[src/sv/rcht_pkg.sv]
// Shared types and constants of the reference-counted handle table.
`default_nettype none

package rcht_pkg;

   localparam int DEF_TABLE_SLOTS = 128;
   localparam int DEF_REF_BITS    = 16;
   localparam int DEF_HANDLE_BITS = 32;

   localparam int SLOT_PORT_W   = 7;
   localparam int HANDLE_PORT_W = 32;
   localparam int POS_W         = 63;
   localparam int OFF_W         = 64;

   // free-slot search works on groups of this many valid bits
   localparam int GRP_W     = 16;
   localparam int GRP_LOW_W = 4;

   typedef enum logic [1:0] {
      ACT_OPEN = 2'd0,
      ACT_ADD  = 2'd1,
      ACT_DROP = 2'd2,
      ACT_MOVE = 2'd3
   } action_type;

   typedef enum logic [1:0] {
      ST_OK    = 2'd0,
      ST_FULL  = 2'd1,
      ST_INVAL = 2'd2,
      ST_EMPTY = 2'd3
   } status_type;

   typedef enum logic [1:0] {
      WH_START = 2'd0,
      WH_CUR   = 2'd1,
      WH_SIZE  = 2'd2,
      WH_BAD   = 2'd3
   } whence_type;

   typedef enum logic {
      FSM_IDLE = 1'b0,
      FSM_EXEC = 1'b1
   } fsm_type;

endpackage

`default_nettype wire

[src/sv/rcht_valid_map.sv]
// Valid bits of all entries and the lowest-free-slot search over them.
`default_nettype none

module rcht_valid_map import rcht_pkg::*; #(
   parameter int TABLE_SLOTS = DEF_TABLE_SLOTS,
   parameter int SLOT_W      = $clog2(DEF_TABLE_SLOTS)
) (
   input  wire logic              clock,
   input  wire logic              reset,
   input  wire logic              wr_en,
   input  wire logic              wr_set,
   input  wire logic [SLOT_W-1:0] wr_idx,
   input  wire logic [SLOT_W-1:0] rd_idx,
   output logic                   rd_valid,
   output logic                   free_any,
   output logic      [SLOT_W-1:0] free_idx
);

   localparam int NGRP = (TABLE_SLOTS + GRP_W - 1) / GRP_W;

   logic [TABLE_SLOTS-1:0]  valid_ff;
   logic [NGRP*GRP_W-1:0]   padded;
   logic [NGRP-1:0]         grp_any_in;
   logic [NGRP-1:0]         grp_any_ff;
   logic [GRP_LOW_W-1:0]    grp_low_in [NGRP];
   logic [GRP_LOW_W-1:0]    grp_low_ff [NGRP];

   always_ff @(posedge clock) begin
      if (reset) begin
         valid_ff <= '0;
      end else if (wr_en) begin
         valid_ff[wr_idx] <= wr_set;
      end
   end

   assign rd_valid = valid_ff[rd_idx];

   // pad slots past the table end as taken
   always_comb begin
      padded = '1;
      padded[TABLE_SLOTS-1:0] = valid_ff;
   end

   // first stage: lowest free bit inside each group
   always_comb begin
      for (int g = 0; g < NGRP; g++) begin
         grp_any_in[g] = ~&padded[g*GRP_W +: GRP_W];
         grp_low_in[g] = '0;
         for (int b = GRP_W - 1; b >= 0; b--) begin
            if (!padded[g*GRP_W + b]) begin
               grp_low_in[g] = GRP_LOW_W'(b);
            end
         end
      end
   end

   always_ff @(posedge clock) begin
      grp_any_ff <= grp_any_in;
      grp_low_ff <= grp_low_in;
   end

   // second stage: lowest group that has a free bit
   always_comb begin
      int sel;
      sel = 0;
      for (int g = NGRP - 1; g >= 0; g--) begin
         if (grp_any_ff[g]) begin
            sel = g * GRP_W + int'(grp_low_ff[g]);
         end
      end
      free_any = |grp_any_ff;
      free_idx = SLOT_W'(sel);
   end

endmodule

`default_nettype wire
[config.mk]
export PLATFORM = sky130hd
export DESIGN_NAME = rcht_valid_map
export DESIGN_NICKNAME = d
export VERILOG_FILES = /design/src/sv/rcht_pkg.sv /design/src/sv/rcht_valid_map.sv
export SDC_FILE = /design/constraint.sdc
export NUM_CORES = 1
export LEC_CHECK = 0
export BUFFER_PORTS_ARGS = -buffer_cell sky130_fd_sc_hd__buf_2
export CAP_MARGIN = 20
export CORE_ASPECT_RATIO = 2
export CORE_UTILIZATION = 40
export DETAILED_ROUTE_END_ITERATION = 8
export SYNTH_ARGS = -nofsm -noshare
export SYNTH_HDL_FRONTEND = slang
export SYNTH_SLANG_ARGS = --single-unit
[constraint.sdc]
create_clock -name clock -period 2.5 [get_ports clock]
set_input_delay 0.375 -clock clock [delete_from_list [all_inputs] [get_ports clock]]
set_output_delay 0.375 -clock clock [all_outputs]
set_load 0.05 [all_outputs]
==> results of run 1 <==
worst paths after layout:
path               start             to  cells after the start
max           padded[61]       rd_valid                      6
min            wr_idx[2]     padded[44]                      3
max reg2reg  padded[126]  grp_low_ff[0]                      7
min reg2reg   padded[46]     padded[46]                      2
flip-flops by register name (all words and copies together), names as in the netlist:
| name | count |
|---|---|
| grp_any_ff | 8 |
| padded | 128 |
| grp_low_ff | 32 |
worst max-delay path, stage by stage (launching register included):
cell     delay, ns
dfxtp_2       0.40
mux4_2        0.25
mux2i_1       0.06
mux4_2        0.46
mux2_4        0.28
o21ai_4       0.15
buf_6         0.18
stage by stage:
step / instance area, sq um / setup slack (ns) / hold slack (ns)
after floorplan: 8610 / 0.0840 / 0.443
after global placement: 9380 / -0.128 / 0.490
after detailed placement: 9380 / -0.138 / 0.486
after CTS: 10100 / -0.0908 / 0.296
after global routing: 10100 / -0.181 / 0.326
final: 10100 / -0.115 / 0.307
final cells by class:
cell class	instances	area (sq um)
sequential	168	3430
fill	2126	10900
multi-input combinational	831	4850
tap	269	337
inverter	31	116
timing repair buffer	102	800
clock buffer	18	429
clock inverter	14	148
power breakdown:
group	leakage (nW)	internal, mW	switching (mW)
sequential	1.37	2.67	0.00703
combinational	1.65	0.129	0.296
clock	0.281	1.48	1.18
per-layer routing:
layer,track usage,vias up,share of wire
met5,0,-,0
met4,0.275,0,0.096
met3,0.0565,179,0.062
met2,0.539,426,0.49
met1,0.340,4283,0.35
li1,-,4128,-
synth_stat cells:
cell,number
dfxtp_1,168
a21oi_1,152
o21ai_0,152
nand3_1,138
nand2_1,92
nor2_1,57
clkbuf_1,55
mux2i_1,42
inv_1,31
nand4_1,30
nor3_1,27
a31oi_1,25
nor2b_1,16
mux4_2,15
nand2b_1,12
a22oi_1,11
buf_2,11
o211ai_1,9
a21boi_0,8
o31ai_1,8
a221oi_1,7
buf_4,5
a22o_1,4
nor4_1,4
and2_1,3
buf_1,3
and2_0,2
and3_1,2
mux4_1,2
nand3b_1,2
nor3b_1,2
or2_2,2
a211oi_1,1
and3b_1,1
buf_6,1
mux2_4,1
nor3_2,1
nor3b_2,1
o21ai_2,1
o21bai_1,1
cell usage in the layout, fill, tap and decap left out, types with 3 or more instances in the layout:
| cell type | n |
|---|---|
| nor3_1 | 26 |
| nor4_1 | 4 |
| inv_6 | 4 |
| nor2_1 | 57 |
| a31oi_1 | 25 |
| o211ai_1 | 9 |
| nand2_1 | 92 |
| nand2b_1 | 12 |
| a21boi_0 | 8 |
| dfxtp_4 | 8 |
| o21ai_0 | 152 |
| a221oi_1 | 4 |
| nand4_1 | 30 |
| buf_2 | 18 |
| o31ai_2 | 6 |
| buf_12 | 6 |
| buf_4 | 75 |
| nand3_1 | 138 |
| a22o_1 | 4 |
| a22oi_1 | 11 |
| dfxtp_1 | 129 |
| and2_1 | 3 |
| a221oi_2 | 3 |
| clkbuf_16 | 17 |
| mux4_2 | 15 |
| mux2i_1 | 42 |
| a21oi_1 | 152 |
| clkinv_2 | 4 |
| dfxtp_2 | 31 |
| inv_1 | 31 |
| nor2b_1 | 15 |
logic make-up after synthesis:
family / Yosys count / share of synthesized area
compound gates: 379 / 0.241
mux: 60 / 0.0962
flops: 168 / 0.392
buf+inv: 106 / 0.0510
simple gates: 392 / 0.220
repair_timing:
action	CTS	global route
pin swaps	1	1
buffers inserted	3	0
setup endpoints to repair	4	5
gates resized for setup	56	6
==> flow_summary.ini, run 1 <==
[setup_path]
crit_arrival_ns = 2.24
required_ns = 2.12
start_kind = flip-flop
worstSetupPathType = flip-flop to output port
cp-end-kind = output port
rrSetupSlack_ns = 1.03
cp_max_fo = 2

[placement]
placed_cells = 1398
portBuffers = 26
place_congestion = 0.967
dp.final_hpwl_mm = 23.7

[global_route]
grt_first_pass_wirelength_mm = 51.9
antenna_found_initial = 0
grt_pass1_vias = 8712
grt.total_usage = 0.319
grt_overflow = 0
grt_max_degree = 76

[run]
max_cap_violations = 0

[routing]
totalWireLength_mm = 34.3
drc = 0
avgRoutedWirePerCell_um = 23.9
first_pass_iters = 5
viasPerCell = 6.29
drt_iter0_drc = 757
via_count = 9016
drtAntennaViolNets = 0

[timing]
relSlewSlack = 0.527
worst_pin_slew_ns = 0.707
min_period_ns = 2.62
period_share = 1.05
finalHoldViolCount = 0
finalSetupViolCount = 1
finalMaxSlewViolations = 0
max_freq_mhz = 382
rsz0062_at_grt = yes
fin_skew_ns = 0.0122
layout_setup_ws_ns = -0.115
finalSetupTns_ns = -0.115

[die]
die_width_um = 106
rows = 75
die_height_um = 209
dieArea_sq_um = 22100
io_pins = 27
start_util = 0.408
core_sq_um = 21000

[layout]
diodes = 0
syn_to_final_growth_pct = 17.8
post-route-util = 0.481
fin_cells = 1433
fin_nets = 1169
drive_above_1_share = 0.175

[synthesis]
syn-cell-area_sq_um = 8590
synthCells = 1105
yosys_register_bits = 168
yosys_warnings = 0
yosysSeqAreaShare = 0.392
synth_top_area_share = 0.392
ys_types = 40
yosys-top-cells-area = dfxtp_1, a21oi_1, o21ai_0, nand3_1, mux2i_1
syn_area_per_cell_sq_um = 7.77
syn-num-nets = 1123
yosys.area.top_type = dfxtp_1

[cts]
hold_buffers = 0
cts-root-buf = clkbuf_16
path_clk_slew_ns = 0.08
cts_made_buffers = 17
clockBufferDepth = 2
insertion_delay_ns = 0.46
cts.sinks = 168
htreeDepth = 4
cts_tree = built

[power_and_ir_drop]
peakVddDrop_mv = 0.422
powerDensity_nw_per_um2 = 569
total_power_mw = 5.76
p_leak_nw = 3.31

[outcome]
violations = setup timing
outcome = finished with violations

[hold_path]
hold_class = input pin to flip-flop
(Power assumes the default switching activity.)
==> inputs of run 2 (changes only) <==
Settings changed: CELL_PAD_IN_SITES_DETAIL_PLACEMENT set to 1, CELL_PAD_IN_SITES_GLOBAL_PLACEMENT set to 2, CORE_UTILIZATION 40 to 37, PLACE_DENSITY_LB_ADDON set to 0.1.
==> run 2 against run 1 <==
Compared with the run above:
- largest power group is now clock
- critical path type unchanged
- global-route usage is 1.4 points higher
- the run still ends with setup timing left
- flip-flop and latch count unchanged
- sequential share of layout area decreased by 1.9 points
- non-clock buffer count grew 30
- sequential power hardly changed
- clock power is 12% higher
- worst setup slack got worse by 0.022 ns
- via count grew 1.0%
- highest routed layer unchanged
- critical path depth stayed put
- register-to-register slack got worse by 0.06 ns
==> flow_summary.ini, run 2 (synthesis gave the netlist of run 1 again) <==
[placement]
portBuffers = 26
dp.final_hpwl_mm = 26.8
place_congestion = 0.873

[layout]
post-route-util = 0.467
syn_to_final_growth_pct = 23.7
diodes = 0
drive_above_1_share = 0.197
layout_common_cells = a21oi_1, o21ai_0, dfxtp_1, nand3_1, buf_4
largest_reg_flops = 128
fin_nets = 1199

[die]
start_util = 0.378
die_width_um = 110
rows = 78
dieArea_sq_um = 23900
die_height_um = 217
core_sq_um = 22700
io_pins = 27

[setup_path]
worstSetupPathType = flip-flop to output port
cp-end-kind = output port
rr_endpoint = grp_low_ff[4]
required_ns = 2.12
start_kind = flip-flop
cp_max_fo = 4
crit_arrival_ns = 2.26
reg2reg_from = padded[111]
r2r_cells = 7
rrSetupSlack_ns = 0.97

[routing]
first_pass_iters = 5
drt_iter0_drc = 545
avgRoutedWirePerCell_um = 25.7
via_count = 9110
drtAntennaViolNets = 0
totalWireLength_mm = 38.0
drc = 0
viasPerCell = 6.18

[global_route]
grt_max_degree = 60
grt_pass1_vias = 9412
grt_overflow = 0
antenna_found_initial = 0
grt_first_pass_wirelength_mm = 57.1
grt.total_usage = 0.334

[timing]
max_freq_mhz = 379
worst_pin_slew_ns = 0.734
min_period_ns = 2.64
fin_skew_ns = 0.00943
rsz0062_at_grt = yes
whs_ns = 0.312
layout_setup_ws_ns = -0.137
finalHoldViolCount = 0
finalMaxSlewViolations = 0
period_share = 1.05
finalSetupViolCount = 2
relSlewSlack = 0.509

[power_and_ir_drop]
peakVddDrop_mv = 0.481
powerDensity_nw_per_um2 = 575
p_leak_nw = 3.51

[hold_path]
hold_class = input pin to flip-flop
hold_path_startpoint = wr_idx[2]
hold_end = padded[44]
holdPathStages = 3

[cts]
cts_made_buffers = 17
cts.sinks = 168
insertion_delay_ns = 0.46
htreeDepth = 4
clockBufferDepth = 2
path_clk_slew_ns = 0.07
hold_buffers = 0
cts-root-buf = clkbuf_16
cts_tree = built

[outcome]
violations = setup timing
outcome = finished with violations

[run]
max_cap_violations = 0
[run 2: cell types whose count changed in the layout (fill, tap and decap cells not counted), sizes merged]
| cell | delta |
|---|---|
| bufinv | +3 |
| clkinvlp | -1 |
| inv | -4 |
| buf | +32 |
[run 2: metal layers]
layer / global-route usage / part of all wire
met1: 0.357 / 0.38
met2: 0.598 / 0.53
met3: 0.0553 / 0.036
met4: 0.198 / 0.055
met5: 0 / 0
[run 2: critical path, cell delays in order, from the launching register on]
cell,delay [ns]
dfxtp_1,0.38
mux4_2,0.24
mux2i_1,0.08
mux4_2,0.48
mux2_4,0.28
o21ai_2,0.16
buf_6,0.18
[run 2: layout make-up]
| class | instances | area (sq um) |
|---|---|---|
| Timing Repair Buffer | 132 | 1050 |
| Sequential cell | 168 | 3400 |
| Inverter | 31 | 116 |
| Clock inverter | 12 | 199 |
| Multi-Input combinational cell | 831 | 5050 |
| Clock buffer | 20 | 447 |
| Fill cell | 2741 | 12100 |
| Tap cell | 280 | 350 |
[run 2: power breakdown]
part           total (mW)  internal [mW]  switching [mW]
combinational       0.460          0.140           0.319
sequential           2.68           2.68         0.00579
clock                2.96           1.80            1.17
total                6.11           4.61            1.49
[run 2: through the flow]
| step | total power [mW] | setup TNS [ns] | instance area (sq um) | std cells | setup slack [ns] |
|---|---|---|---|---|---|
| global placement | 3.19 | -0.293 | 9630 | 1440 | -0.293 |
| global route | 6.27 | -0.373 | 10600 | 1474 | -0.192 |
| detailed placement | 3.19 | -0.299 | 9630 | 1440 | -0.299 |
| finish | 6.11 | -0.137 | 10600 | 1474 | -0.137 |
| floorplan | 2.98 | 0 | 8610 | 1105 | 0.0840 |
| CTS | 6.13 | -0.391 | 10500 | 1474 | -0.220 |
[run 2: worst max-delay path by stage]
stage,startpoint,endpoint,slack [ns]
finish,padded[56],rd_valid,-0.14
global route,padded[95],rd_valid,-0.19
CTS,padded[15],rd_valid,-0.22
detailed placement,rd_idx[0],rd_valid,-0.30
global placement,rd_idx[0],rd_valid,-0.29
floorplan,rd_idx[0],rd_valid,0.08
[run 2: timing repair]
action,in CTS,in global routing
cloned,0,0
endpoints found under the setup margin,5,5
buffers inserted,5,4
resized for setup,39,41
pin swaps,10,20
